===== src/rtl/assert_macros.svh =====
// Assertion macros shared by the quadratic root solver RTL.
// Depends on nothing; included by files that check their own logic.
`ifndef ASSERT_MACROS_SVH
`define ASSERT_MACROS_SVH

// Checks a property at every rising clock edge outside reset.
`define QRS_ASSERT(label, clk, rst, prop, msg) \
  label: assert property (@(posedge clk) disable iff (rst) (prop)) else $error(msg);

// Checks a property at every rising clock edge, reset included.
`define QRS_ASSERT_ALWAYS(label, clk, prop, msg) \
  label: assert property (@(posedge clk) (prop)) else $error(msg);

`endif


===== src/rtl/qrs_sqrt_cell.sv =====
// One digit cell of the square root chain: one root bit per cell.
// Depends on nothing beyond its parameters.
module qrs_sqrt_cell #(
  parameter int unsigned ROOT_W = 25,
  parameter int unsigned SIDE_W = 8
) (
  input  logic                  clk,
  input  logic                  rst,
  input  logic                  en,
  input  logic                  valid_in,
  input  logic [2*ROOT_W-1:0]   x_in,
  input  logic [ROOT_W+1:0]     rem_in,
  input  logic [ROOT_W-1:0]     root_in,
  input  logic [SIDE_W-1:0]     side_in,
  output logic                  valid,
  output logic [2*ROOT_W-1:0]   x,
  output logic [ROOT_W+1:0]     rem,
  output logic [ROOT_W-1:0]     root,
  output logic [SIDE_W-1:0]     side
);

  localparam int unsigned RemW = ROOT_W + 2;

  logic [RemW-1:0] trial;
  logic [RemW-1:0] sub;
  logic [RemW:0]   diff;
  logic            take;

  // Bring down the next two radicand bits and try the next root bit.
  assign trial = {rem_in[RemW-3:0], x_in[2*ROOT_W-1 -: 2]};
  assign sub   = {root_in, 2'b01};
  assign diff  = {1'b0, trial} - {1'b0, sub};
  assign take  = ~diff[RemW];

  always_ff @(posedge clk) begin
    if (rst) begin
      valid <= 1'b0;
    end else if (en) begin
      valid <= valid_in;
    end
    if (en) begin
      x    <= {x_in[2*ROOT_W-3:0], 2'b00};
      rem  <= take ? diff[RemW-1:0] : trial;
      root <= {root_in[ROOT_W-2:0], take};
      side <= side_in;
    end
  end

endmodule


===== config.mk =====
export PLATFORM = sky130hd
export DESIGN_NAME = qrs_sqrt_cell
export DESIGN_NICKNAME = d
export VERILOG_FILES = /design/src/rtl/assert_macros.svh /design/src/rtl/qrs_sqrt_cell.sv
export SDC_FILE = /design/constraint.sdc
export NUM_CORES = 1
export LEC_CHECK = 0
export BUFFER_PORTS_ARGS = -buffer_cell sky130_fd_sc_hd__buf_4
export CORE_MARGIN = 1.5
export CORE_UTILIZATION = 45
export CTS_BUF_LIST = sky130_fd_sc_hd__clkbuf_8
export DETAILED_ROUTE_END_ITERATION = 10
export HOLD_SLACK_MARGIN = 0.06
export PLACE_DENSITY = 0.83
export SLEW_MARGIN = 40
export SYNTH_ARGS = -nofsm -noshare
export SYNTH_HDL_FRONTEND = slang
export SYNTH_SLANG_ARGS = --single-unit

===== constraint.sdc =====
create_clock -name clk -period 2.4 [get_ports clk]
set_clock_uncertainty 0.2 [all_clocks]
set_input_delay 0.12 -clock clk [delete_from_list [all_inputs] [get_ports clk]]
set_output_delay 0.12 -clock clk [all_outputs]
set_load 0.005 [all_outputs]

Word-level counts from Yosys, hierarchy flattened
Cells that the tools add are included.
{"block": "totals", "ff_bits": 109, "out_inout_bits": 111, "inputBits": 114, "wordCells": 8}
{"block": "classes", "n_bitwise": 1, "n_mux": 1, "n_addsub": 1}
{"op": "$sub 27x27->28", "n": 1}
{"op": "$mux 27", "n": 1}
{"op": "$not 1->1", "n": 1}

Logic depth before layout (Yosys ltp)
{"block": "depth", "word_depth": 2, "mapped_depth": 11, "mapped_depth_nobuf": 9}

Worst setup path after synthesis
No wires, ideal clock.
{"block": "synth_timing", "path_kind": "input port to flip-flop", "from": "in root_in[13]", "to": "reg rem[10], data pin", "path_stages": 10, "t_arrival_ns": 2.052, "slack_ns": -0.113, "n_path_buf": 2, "required_time_ns": 1.940, "setup_time_ns": 0.260, "cell_sequence": "inv_1 ha_1 buf_2 nand4_2 or3_1 nor2_2 a211oi_2 a21oi_4 buf_12 mux2_4"}
{"block": "synth_via", "elab_chain_cells": 2}
{"element": "start, declared", "line_no": "qrs_sqrt_cell.sv:13", "text": "input logic [ROOT_W-1:0] root_in,"}
{"element": "$sub 27x27->28", "line_no": "qrs_sqrt_cell.sv:32", "text": "assign diff = {1'b0, trial} - {1'b0, sub};"}
{"element": "$mux 27", "line_no": "qrs_sqrt_cell.sv:43", "text": "rem <= take ? diff[RemW-1:0] : trial;"}
{"element": "end signal, assigned", "line_no": "qrs_sqrt_cell.sv:43"}
{"element": "end, declared", "line_no": "qrs_sqrt_cell.sv:17", "text": "output logic [ROOT_W+1:0] rem,"}
Every way passes these cells.
A chain may end at the register's enable or synchronous reset.

Final worst setup path
{"block": "layout_timing", "from": "in rem_in[23]", "to": "reg rem[18], data pin"}
{"block": "layout_via", "elab_chain_cells": 2}
{"element": "start, declared", "line_no": "qrs_sqrt_cell.sv:12", "text": "input logic [ROOT_W+1:0] rem_in,"}
{"element": "$sub 27x27->28", "line_no": "qrs_sqrt_cell.sv:32"}
{"element": "$mux 27", "line_no": "qrs_sqrt_cell.sv:43"}
Every way passes these cells.

==> flow_metrics.py <==
metrics = {
    "timing": {
        "period_share_pct": 97.10,
        "rsz0062_at_grt": "no",
        "final_max_slew_viol_count": 0,
        "finalHoldWorstSlack_ns": 0.1075,
        "hold_viol_final": 0,
        "finalCriticalPeriod_ns": 2.330,
        "tightest_slew_ns": 0.5545,
        "relSlewSlack_pct": 62.64,
        "setup_viol": 0,
        "setup_ws_ns": 0.06965,
        "fmax_mhz": 429.1,
    },
    "synthesis": {
        "synth_area_leaders": "edfxtp_1, ha_1, mux2_4",
        "synth_flop_cell": "edfxtp_1",
        "synth_edf_count": 108,
        "seq_area_frac_synth_pct": 61.65,
        "synth_area_sq_um": 5293,
        "synthCells": 382,
        "synth_top_area_cell": "edfxtp_1",
        "yosys_warnings": 0,
        "async_flop_share_pct": 0,
        "syn_avg_cell_area_sq_um": 13.85,
        "synth_cell_types": 58,
        "synth_seq_cells": 109,
        "synth_top_cell_area_share_pct": 61.28,
    },
    "setup_path": {
        "max_stage_delay_ns": 0.53,
        "cp_max_fo": 13,
        "critical-path-top-delay-family": "buffers and inverters",
        "critical_path_required_ns": 2.33,
        "critical_path_arrival_ns": 2.26,
        "cpMaxStageDelayCell": "dlygate4sd3_1",
        "cp_cell_sequence": "dlygate4sd3_1 -> buf_4 -> ha_1 -> a211oi_1 -> nand2_1 -> o21ai_0 -> a21oi_4 -> buf_12 -> mux2_4",
        "cp-start-kind": "primary input",
        "end_kind": "register",
        "path_buf_inv": 3,
        "crit_type": "in2reg",
        "ff2ff_setup_slack_ns": 1.05,
    },
    "power": {
        "p_clk_share_pct": 23.8,
        "seqPwrFrac_pct": 46.1,
        "power_density_nw_per_um2": 563.7,
        "switching_share_pct": 28.04,
        "total_power_mw": 5.171,
        "irDropWorstVdd_v": 0.0004537,
        "p_switching_mw": 1.450,
        "p_int_mw": 3.721,
        "p_leak_nw": 4.008,
        "power_frac_comb_pct": 30.2,
    },
    "cts": {
        "cts_root_buffer": "clkbuf_8",
        "cts_max_level": 3,
        "cts_tree": "built",
        "cts_made_buffers": 9,
        "clock_sinks": 109,
        "cts_max_path_buffers": 2,
        "insertion_delay_ns": 0.38,
        "clk_pin_slew_ns": 0.12,
    },
    "layout": {
        "multi_input_area_sq_um": 2013,
        "final_cell_mix": "buf_4, dlygate4sd3_1, edfxtp_1",
        "drive_gt1_share_pct": 45.72,
        "final_common_cell": "buf_4",
        "synthToLayoutAreaGrowth_pct": 73.33,
        "regArea_sq_um": 3263,
        "postLayoutCellArea_sq_um": 9174,
        "nets": 929,
        "fin_cells": 938,
        "n_fill_cell": 594,
    },
    "routing": {
        "routed_wl_microns": 18940,
        "via_count": 4967,
        "routedWlPerCell_microns": 20.19,
        "antenna_left": 0,
        "via_per_inst": 5.295,
        "remaining_drc_errors": 0,
        "dr.pass1.iters": 7,
        "drt_iter0_drc": 449,
    },
    "floorplan": {
        "die-width_microns": 111.5,
        "ios": 225,
        "rows": 39,
        "core_area_sq_um": 11470,
        "die-area_sq_um": 12420,
        "start_util_pct": 46.15,
        "dieHeight_microns": 111.5,
    },
    "global_routing": {
        "grt_usage_pct": 30.45,
        "grt_max_degree": 39,
        "antenna_found_initial": 1,
        "grt_pass1_wl_microns": 28940,
        "overflow": 0,
        "grt_pass1_vias": 5151,
    },
    "placement": {
        "dp_hpwl_microns": 11100,
        "place_area_sq_um": 7839,
        "placedCellCount": 811,
        "pre_cts_ws_ns": -0.3009,
        "portBuffers": 220,
        "routabilityCongestion": 0.8359,
    },
    "outcome": {
        "status": "complete, no violations",
    },
    "worst_hold_path": {
        "hold_path.class": "in2reg",
    },
    "job": {
        "cap_violations": 0,
    },
}
-- power groups by stage --
stage / registers (mW) / clock network (mW) / logic, mW
final: 2.38 / 1.23 / 1.56
after global placement: 2.40 / 0 / 1.31
after detailed placement: 2.41 / 0 / 1.34
after CTS: 2.37 / 1.21 / 1.49
after global routing: 2.40 / 1.31 / 1.66
after floorplan: 2.42 / 0 / 0.575
-- layout make-up --
type,count,share of cell area (%)
tap,143,1.950
sequential,109,35.57
antenna,1,0.02728
multi-input combinational,233,21.94
clock buffer,9,1.350
timing repair buffer,404,36.74
inverter,32,1.446
clock inverter,7,0.9684
-- synthesized netlist by cell type, drive strengths merged (2+ instances only) --
library cell  instances
nor4                  2
nor2                 20
and3                  2
o21ai                17
inv                  32
xor2                  5
mux2i                 3
o21bai                4
a21o                  7
nand2                23
or3                   2
a2111oi               3
nor2b                 2
xnor2                16
a211oi                5
edfxtp              108
buf                   6
nand3b                2
ha                   26
mux2                 24
nor3                  5
o21a                  7
clkbuf                3
a21oi                26
o211ai                3
nand3                 4
a31oi                 2
nand4                 6
-- kinds of logic after synthesis --
family	Yosys count	share of synthesized area (%)
DFF	109	61.65
AOI/OAI and AO/OA	85	11.58
and+or+nand+nor	72	6.525
buffers and inverters	41	3.735
muxes	27	6.809
adders and majority gates	26	6.147
xor gates and xnor gates	21	3.475
other	1	0.07085
-- path summary, 6_finish.rpt --
kind,end,cells after the start,start
max,rem[18],9,rem_in[23]
min,rem[1],4,x_in[49]
max reg2reg,valid,3,valid
min reg2reg,valid,3,valid
-- per-layer routing --
layer / part of all wire [%] / vias up / global-route usage [%]
li1: - / 2252 / -
met1: 38 / 2383 / 35.77
met2: 52 / 287 / 55.01
met3: 7.4 / 45 / 6.968
met4: 3.0 / 0 / 10.30
met5: 0 / - / 0
-- flip-flops by register name, indices dropped and copies added (netlist names) --
signal,count
x,48
valid,1
rem,27
root,25
side,8
-- worst min-delay path, delay by kind of cell --
| kind | cells | cell delay (ns) |
|---|---|---|
| buf+inv | 2 | 0.19 |
| fa+ha+maj | 1 | 0.13 |
| mux | 1 | 0.08 |
-- through the flow --
step	TNS [ns]	utilization [%]
5_1_grt	0	80.00
4_1_cts	0	79.73
3_3_place_gp	-3.806	68.36
2_1_floorplan	-0.01521	-
6_report	0	80.00
3_5_place_dp	-5.631	68.36
-- timing repair --
action	in CTS	in global routing
setup buffers	0	0
hold buffers	109	1
endpoints found under the setup margin	0	2
resized for setup	0	3
endpoints found under the hold margin	144	1
No activity file was read; power rests on OpenSTA's default activity.
