[src/rtl/assert_macros.svh]
// Assertion macros shared by the quadratic root solver RTL.
// Depends on nothing; included by files that check their own logic.
`ifndef ASSERT_MACROS_SVH
`define ASSERT_MACROS_SVH

// Checks a property at every rising clock edge outside reset.
`define QRS_ASSERT(label, clk, rst, prop, msg) \
  label: assert property (@(posedge clk) disable iff (rst) (prop)) else $error(msg);

// Checks a property at every rising clock edge, reset included.
`define QRS_ASSERT_ALWAYS(label, clk, prop, msg) \
  label: assert property (@(posedge clk) (prop)) else $error(msg);

`endif

[src/rtl/qrs_div_cell.sv]
// One cell of the restoring divider chain: one quotient bit per cell.
// Depends on nothing beyond its parameters.
module qrs_div_cell #(
  parameter int unsigned NUM_W  = 34,
  parameter int unsigned DEN_W  = 16,
  parameter int unsigned SIDE_W = 8
) (
  input  logic               clk,
  input  logic               rst,
  input  logic               en,
  input  logic               valid_in,
  input  logic [NUM_W-1:0]   n_in,
  input  logic [DEN_W-1:0]   d_in,
  input  logic [DEN_W-1:0]   rem_in,
  input  logic [NUM_W-1:0]   q_in,
  input  logic [SIDE_W-1:0]  side_in,
  output logic               valid,
  output logic [NUM_W-1:0]   n,
  output logic [DEN_W-1:0]   d,
  output logic [DEN_W-1:0]   rem,
  output logic [NUM_W-1:0]   q,
  output logic [SIDE_W-1:0]  side
);

  logic [DEN_W:0] trial;
  logic [DEN_W:0] diff;
  logic           take;

  // Shift in the next dividend bit and subtract the divisor if it fits.
  assign trial = {rem_in, n_in[NUM_W-1]};
  assign diff  = trial - {1'b0, d_in};
  assign take  = trial >= {1'b0, d_in};

  always_ff @(posedge clk) begin
    if (rst) begin
      valid <= 1'b0;
    end else if (en) begin
      valid <= valid_in;
    end
    if (en) begin
      n    <= {n_in[NUM_W-2:0], 1'b0};
      d    <= d_in;
      rem  <= take ? diff[DEN_W-1:0] : trial[DEN_W-1:0];
      q    <= {q_in[NUM_W-2:0], take};
      side <= side_in;
    end
  end

endmodule

[config.mk]
export PLATFORM = sky130hd
export DESIGN_NAME = qrs_div_cell
export DESIGN_NICKNAME = d
export VERILOG_FILES = /design/src/rtl/assert_macros.svh /design/src/rtl/qrs_div_cell.sv
export SDC_FILE = /design/constraint.sdc
export NUM_CORES = 1
export LEC_CHECK = 0
export BUFFER_PORTS_ARGS = -buffer_cell sky130_fd_sc_hd__clkbuf_2
export CORE_MARGIN = 5
export CORE_UTILIZATION = 45
export CTS_CLUSTER_SIZE = 8
export DETAILED_ROUTE_END_ITERATION = 6
export PLACE_DENSITY = 0.77
export SYNTH_ARGS = -nofsm -noshare
export SYNTH_HDL_FRONTEND = slang
export SYNTH_SLANG_ARGS = --single-unit
[constraint.sdc]
create_clock -name clk -period 4.3 [get_ports clk]
set_input_delay 0 -clock clk [delete_from_list [all_inputs] [get_ports clk]]
set_output_delay 0 -clock clk [all_outputs]
set_load 0.02 [all_outputs]
Word level (Yosys, flattened, before mapping)
Cells that the tools add are included.

operators by class
  $lt $le $gt $ge = 1
  $add $sub $neg = 1
  mux-type cells = 1

operator list
  cell                                                            number
  17-bit by 16-bit greater-or-equal comparator with 1-bit output  1
  16-bit two-way mux                                              1
  16-bit subtractor                                               1

word-level totals
  output and inout port bits = 109
  bits in registers = 108

Logic depth before layout (Yosys ltp)
Gate-level depths: netlist of run 1.

  depth in word-level cells = 2
  mapped depth = 12
  depth with buffers taken out = 9

Least setup slack after synthesis of run 1
No wires, ideal clock.

  path type = input port to flip-flop
  start point = in d_in[12]
  end point = reg rem[10], data pin
  cell stages on the path = 12
  arrival time = 1970 ps
  setup slack = 2070 ps
  cell sequence = inv_1 ha_1 buf_6 and2_4 buf_6 a221o_1 a21boi_4 and2_4 buf_8 inv_4 buf_12 mux2_4

on the way
  cells in the longest elaborated chain, start to end = 2

ends and longest elaborated chain
  what                                                            RTL line            source
  start: declaration                                              qrs_div_cell.sv:13  input logic [DEN_W-1:0] d_in,
  17-bit by 16-bit greater-or-equal comparator with 1-bit output  qrs_div_cell.sv:32  assign take = trial >= {1'b0, d_in};
  named net take                                                  qrs_div_cell.sv:27  logic take;
  16-bit two-way mux                                              qrs_div_cell.sv:43  rem <= take ? diff[DEN_W-1:0] : trial[DEN_W-1:0];
  end signal: assignment                                          qrs_div_cell.sv:43
  end: declaration                                                qrs_div_cell.sv:20  output logic [DEN_W-1:0] rem,

The timed path passes the listed nets, and every way through them passes these cells.
A chain may end at the register's enable or synchronous reset.

Worst setup path in the final report of run 1
  start point = in d_in[10]
  end point = reg rem[12], data pin

on the way
  cells in the longest elaborated chain, start to end = 2
  elaborated cells between the ends (all ways) = 3
  classes of those cells = 1 x add/sub; 1 x order compare; 1 x mux

ends and longest elaborated chain
  what                                                                                                        RTL line
  16-bit subtractor / 17-bit by 16-bit greater-or-equal comparator with 1-bit output (equally long branches)  qrs_div_cell.sv:31, qrs_div_cell.sv:32
  16-bit two-way mux (*)                                                                                      qrs_div_cell.sv:43

Mark *: on every way between the ends. The rest lies on a longest branch, timed or not.

==> run summary, run 1 <==
The flow ran to the end, and the final reports show no timing, DRC or antenna violations. The register bit count reported by yosys is 108. The internal power contribution came out at 1790 uW. The overall global routing resource usage came out at 22.9%.

For this run, the top clock speed supported by timing is 0.369 GHz. TritonCTS built the clock tree. Of all nets on the critical path, the largest fanout is 11. The path class of the tightest hold or removal check is in2reg. Summed over all layers, the routed wires come to 14100 um. The number of unique standard cell types used by synthesis is 49. The critical path class is in2reg. The max-slew headroom at the worst pin came out at 35.2%. The total of warnings raised by yosys is 0. The part of the total power dissipated in combinational logic is 22.4%. The element type at the critical path start is a primary input. The routed via count came out at 3638. The clock edge transition at the registers on the reported setup and hold paths came out at 0.11 ns. The clock net sink count came out at 108. The half-perimeter wire length of the detailed placement result is 8600 um. The H-tree level count came out at 3. The summed instance area of the synthesized netlist came out at 4450 um2. Sequential elements use 72.7% of the synthesized area. The number of filler instances in the final layout came out at 665. The number of buffers added by the clock tree synthesis step is 9. The core region is 9730 um2. The endpoint kind of the worst setup timing path is a flip-flop.

Data arrives at the worst endpoint at 2.83 ns. The global-route wire length before repair came out at 20100 um. The completed layout was analyzed and its total power is 2490 uW. The clock tree skew after final layout came out at 0 ns.

The first routing iteration left 187 violations. The number of max-slew violations in the final report came out at 0. The number of top-level design ports is 221. The clock passes through at most 2 buffers. After clock tree synthesis, the setup repair step added 0 buffers.

The clock share of power is 25.5%. The standard-cell row count came out at 36. The utilization after layout came out at 71.3%. The post-layout minimum cycle time is 2.71 ns. From bottom edge to top edge, the die measures 109 um. Measured in cells, the most critical reg-to-reg path has a length of 3. The average size of a mapped cell is 16.8 um2.

The share of total power dissipated in sequential elements is 52.2%. Traced cell by cell, the critical path runs through dlygate4sd3_1, clkbuf_2, inv_1, ha_1, a21oi_1, o21ai_1, a221o_1, a21boi_4, and2_4, inv_4, mux2_4. The number of cells on the worst hold path came out at 1. The placed instance count is 611.

The endpoint required time on the critical path came out at 4.42 ns. The port buffer count is 218. Excluding fillers, the count of instances in the completed layout stands at 737. The final cycle utilization of the critical path is 63.0%. The synthesized design contains 107 enable-type register cells. The DRC violation count after routing came out at 0. Setup repair after global routing left no endpoint under its margin.

The net count of the mapped netlist is 394. The leakage power came out at 0.00314 uW. The pin count of the biggest net entering global routing is 81. The post-detailed-route wirelength per cell came out at 19.2 um. Leaving out fill and tap cells, the most frequent cell in the layout is clkbuf_2. The synthesized design spends more area on one cell type than any other, namely edfxtp_1. The worst vdd rail ir drop came out at 0.197 mV. The die covers 12000 um2. The number of antenna-violating nets in the routed design is 0. The tree is rooted in a clkbuf_8. The initial antenna violation count is 2. The power density normalized to cell area is 360 nW/um2. The share of final-layout standard cells stronger than drive strength 1 came out at 41.6%. The total area of sequential cells came out at 3230 um2. The count of mapped cells out of synthesis is 265.

The die is 109 um wide. The primary flip-flop cell chosen by synthesis mapping is edfxtp_1. The setup TNS after final layout came out at 0 ns. The number of endpoints failing setup at the final stage came out at 0. The clock latency on the worst-skew pair came out at 0.36 ns. Of all flip-flops after synthesis, the portion carrying an async set or reset was 0%. Leaving out fill and tap cells, the most frequent cells in the layout are clkbuf_2 (217), dlygate4sd3_1 (108), edfxtp_1 (107). The area share of the leading cell type in the synthesized netlist came out at 72.2%. The number of global-route vias before repair came out at 3752.

The hold violation total from the final report is 0. The weighted congestion at the end of routability-driven global placement came out at 0.823. The iteration count of the initial detailed-routing pass is 4. For the pin with the worst max-slew slack, the measured transition is 0.973 ns. The number of max-capacitance violations reported came out at 0.

The final net count is 726. The starting density of the core came out at 45.7%. The worst-case hold slack came out at 0.289 ns.

Of the total power, the share spent switching nets is 28.4%. The area occupied by multi-input gates came out at 1070 um2. Using the TritonRoute via totals, the vias-per-cell ratio works out to 4.94. The total overflow left after global routing is 0. Sorting the synthesized cells by area gives the leading types as edfxtp_1 (72%), ha_1 (4.5%), mux2_4 (2.7%). The area growth from synthesis to final layout is 55.8%. The slowest library cell on the worst path is dlygate4sd3_1. The peak per-stage delay on the critical path is 0.56 ns. Summed over all nets, the switching power comes to 708 uW.
critical path: cells and delay by family:
kind | cells | cell delay [ns]
buffers and inverters | 4 | 0.84
AND/OR/NAND/NOR | 1 | 0.25
AO/OA/AOI/OAI | 4 | 1.06
multiplexers | 1 | 0.31
adder cells (fa/ha/maj) | 1 | 0.37
path summary, 6_finish.rpt:
kind                 startpoint                  to  slack [ns]
max                    d_in[10]   rem[12]$_DFFE_PP_        1.59
min reg2reg  valid$_SDFFE_PP0P_  valid$_SDFFE_PP0P_        1.18
min                          en     n[30]$_DFFE_PP_        0.29
max reg2reg  valid$_SDFFE_PP0P_  valid$_SDFFE_PP0P_        3.05
metrics by stage:
stage          cell area [um2]  worst slack [ns]
2_1_floorplan             4450              2.07
3_3_place_gp              5650              1.86
3_5_place_dp              5650              1.81
4_1_cts                   6930              1.64
5_1_grt                   6930              1.49
6_report                  6930              1.59
flip-flops by register name, indices dropped and copies added, names as in the netlist:
| name | cells |
|---|---|
| q | 34 |
| n | 33 |
| d | 16 |
| rem | 16 |
| side | 8 |
| valid | 1 |
power groups by stage:
stage,sequential [uW],combinational (uW),clock (uW)
finish,1300,559,635
global route,1310,596,697
CTS,1290,552,630
detailed placement,1320,468,0
global placement,1310,462,0
floorplan,1440,159,0
logic make-up after synthesis:
| group | count (synthesis) | share of synthesized area, % |
|---|---|---|
| DFF | 108 | 72.7 |
| and+or+nand+nor | 41 | 4.75 |
| other | 1 | 0.0843 |
| adders and majority gates | 17 | 4.95 |
| AOI/OAI and AO/OA | 52 | 9.08 |
| buffers and inverters | 26 | 3.29 |
| xor gates and xnor gates | 9 | 1.77 |
| muxes | 11 | 3.40 |
layer usage:
metal / share of wire [%] / global-route usage (%) / wire [um] / up-vias
met1: 34 / 23.5 / 4830 / 1729
met2: 54 / 42.6 / 7630 / 194
met3: 9.4 / 7.22 / 1320 / 30
met5: 0 / 0 / 0 / -
li1: - / - / - / 1685
met4: 2.4 / 9.53 / 339 / 0
cell usage after synthesis (2+ instances only):
library cell  number
ha_1              16
xnor2_1            5
a31oi_1            2
nand4_1            2
nand3_1            7
mux2i_1            2
a21oi_1            3
o31ai_1            5
o21a_1             6
a21o_1             5
and3b_1            2
a211oi_1           3
o211ai_1           2
a21boi_0           3
xor2_1             4
nor2_1            13
o211a_1            2
inv_1             19
o21ai_0            9
nor3_1             3
buf_6              2
and2_4             2
edfxtp_1         107
nand2b_1           2
nand2_1            5
and3_1             2
mux2_4             8
a211o_1            3
final cells by class:
type	count	area share, %
inverter	20	1.12
timing repair buffer	327	31.5
multi-input combinational	131	15.4
clock buffer	9	1.79
clock inverter	6	1.06
sequential	108	46.6
tap	133	2.40
antenna	3	0.108
repair_timing:
item | in CTS | in global routing
gates resized for setup | 0 | 0
endpoints found under the hold margin | 107 | 0
hold buffers | 108 | 0
Note: power is estimated with default switching activity, not from simulation.
==> run 2, diff against run 1 <==
==> constraint.sdc (replaced) <==
create_clock -name clk -period 2.6 [get_ports clk]
set_input_delay 0 -clock clk [delete_from_list [all_inputs] [get_ports clk]]
set_output_delay 0 -clock clk [all_outputs]
set_load 0.02 [all_outputs]
==> run summary, run 2 (synthesis results as in run 1) <==
The post-detailed-route wirelength per cell is 19.1 um (-0.55%). The number of top-level design ports is 221 (unchanged). By startpoint and endpoint, the worst setup path is classified as in2reg. The peak per-stage delay on the critical path came out at 0.54 ns (-0.02 ns). In the final layout, the registers with the most flip-flops are q: 34 flops, n: 33 flops. The clock tree skew after final layout came to 0 ns (unchanged). The hold violation total from the final report is 0 (unchanged). The half-perimeter wire length of the detailed placement result came out at 8930 um (+3.9%). The worst path arrival time came out at 2.64 ns (-0.19 ns). TritonCTS built the clock tree.

The reg2reg setup slack is 1.35 ns (-1.70 ns). In the layout the commonest cells are clkbuf_2 (217), edfxtp_1 (107), dlygate4sd3_1 (105). Leaving out fill and tap cells, the most frequent cell in the layout is clkbuf_2.

The placeable core region came out at 9730 um2 (unchanged). The initial antenna violation count came out at 1 (-1). The overall global routing resource usage is 23.1% (+0.25 points). The final instance area came out at 6970 um2 (+0.49%). The total area of sequential cells came to 3230 um2 (unchanged). The run finished with clean final reports. The clock edge transition at the registers on the reported setup and hold paths is 0.10 ns (about the same). The starting density of the core came out at 45.7% (unchanged). The final net count is 729 (+0.41%). The number of cells on the worst hold path is 3 (+2). The area occupied by multi-input gates came out at 1070 um2 (unchanged).

The standard-cell row count is 36 (unchanged). The floorplan die width came out at 109 um (unchanged). The weighted congestion at the end of routability-driven global placement is 0.828 (+0.72%). The number of endpoints failing setup at the final stage is 0 (unchanged). The clock latency on the worst-skew pair is 0.37 ns (about the same). The slowest library cell on the worst path is dlygate4sd3_1. The violation count after the first detailed-route iteration is 231 (+24%). Timing would allow up to 0.398 GHz. The critical path goes through dlygate4sd3_1, clkbuf_2, inv_1, ha_1, a21oi_2, o21ai_1, a221o_1, a21boi_4, and2_4, inv_4, mux2_4. The H-tree level count came out at 3 (unchanged).

The post-layout minimum cycle time is 2.51 ns. The element type at the critical path start is a primary input. The share of final-layout standard cells stronger than drive strength 1 came out at 42.5% (+0.88 points). The endpoint required time on the critical path is 2.73 ns (-1.69 ns). The area growth from synthesis to final layout is 56.6%. The logic depth of the worst register-to-register path is 3 (unchanged). The worst hold path class is in2reg. The number of max-capacitance violations reported is 0 (unchanged). The worst vdd rail ir drop is 0.299 mV (+51%). The max-slew headroom at the worst pin came out at 66.3% (+31 points). The port buffer count came out at 218 (unchanged). The number of antenna-violating nets in the routed design is 0 (unchanged).

The power density normalized to cell area came out at 597 nW/um2 (+66%). The worst-path maximum fanout was 11 (unchanged). STA classifies the critical path endpoint as a flip-flop. The die outline height is 109 um (unchanged). In this run the clock root is driven by a clkbuf_8.

The register with the most flip-flops in the final layout is q. The total grt overflow came out at 0 (unchanged). The utilization after layout is 71.6% (+0.35 points). The clock net sink count was 108 (unchanged). The leakage power came to 0.00316 uW (+0.85%). The pin count of the biggest net entering global routing was 57 (-30%).

The routed wire length is 14100 um (-0.15%). The placement-stage cell area is 5680 um2 (+0.49%). The DRC violation count after routing is 0 (unchanged). The slew at the pin closest to its max-slew limit is 0.506 ns (-0.466 ns).

The number of global-route vias before repair came out at 3784 (+0.85%). The number of buffers added by the clock tree synthesis step came out at 9 (unchanged). The routed via count came out at 3658 (+0.55%). The flip-flop count of the largest register after layout came to 34 (unchanged).

The mean number of vias per cell was 4.94 (+0.14%). The overall die area came out at 12000 um2 (unchanged). The number of max-slew violations in the final report is 0 (unchanged). The maximum root-to-sink buffer count came out at 2 (unchanged). The number of filler instances in the final layout is 656 (-1.4%). The iteration count of the initial detailed-routing pass was 4 (unchanged). The global-route wire length before repair is 20300 um (+0.78%).

The final cycle utilization of the critical path is 96.6%.
run 2: timing repair:
item | in CTS | in global routing
resized for setup | 0 | 0
hold buffers | 105 | 0
setup endpoints to repair | 0 | 9
buffers inserted | 0 | 4
endpoints found under the hold margin | 104 | 0
run 2: final timing paths:
kind / start / endpoint
max: d_in[8] / rem[12]$_DFFE_PP_
min: rem_in[12] / rem[13]$_DFFE_PP_
max reg2reg: valid$_SDFFE_PP0P_ / valid$_SDFFE_PP0P_
min reg2reg: valid$_SDFFE_PP0P_ / valid$_SDFFE_PP0P_
run 2: layout make-up:
type | count | area share (%)
flip-flops and latches | 108 | 46.4
repair buffers | 330 | 31.7
multi-input cells | 131 | 15.4
well taps | 133 | 2.39
clock buffers | 9 | 1.78
clock inverters | 7 | 1.19
inverters | 20 | 1.11
diodes | 2 | 0.0718
run 2: layer usage:
| layer | GRT usage [%] | routed length [um] | vias up |
|---|---|---|---|
| met3 | 6.64 | 1130 | 34 |
| met4 | 9.71 | 416 | 0 |
| met2 | 42.9 | 7590 | 171 |
| met1 | 24.3 | 4980 | 1770 |
| met5 | 0 | 0 | - |
| li1 | - | - | 1683 |
run 2: worst max-delay path: cells and delay by family:
kind            cells  cell delay, ns
mux                 1            0.30
compound gates      4            0.93
fa+ha+maj           1            0.37
simple gates        1            0.22
buf+inv             4            0.80
run 2: where the power goes:
part / internal [uW] / leakage (uW) / switching, uW
logic: 411 / 0.00200 / 527
registers: 2100 / 0.00106 / 52.5
clock network: 463 / 0.000104 / 608
total: 2970 / 0.00316 / 1190
run 2: through the flow:
| step | worst slack (ns) | hold WS, ns | total power, uW | std cells | TNS, ns |
|---|---|---|---|---|---|
| 4_1_cts | 0.0496 | 0.00373 | 4130 | 734 | 0 |
| 5_1_grt | -0.00358 | 0.0147 | 4330 | 739 | -0.00358 |
| 6_report | 0.0885 | 0.0152 | 4160 | 740 | 0 |
| 3_3_place_gp | 0.249 | 0.161 | 2940 | 613 | 0 |
| 2_1_floorplan | 0.370 | 0.0724 | 2640 | 265 | 0 |
| 3_5_place_dp | 0.199 | 0.173 | 2960 | 613 | 0 |
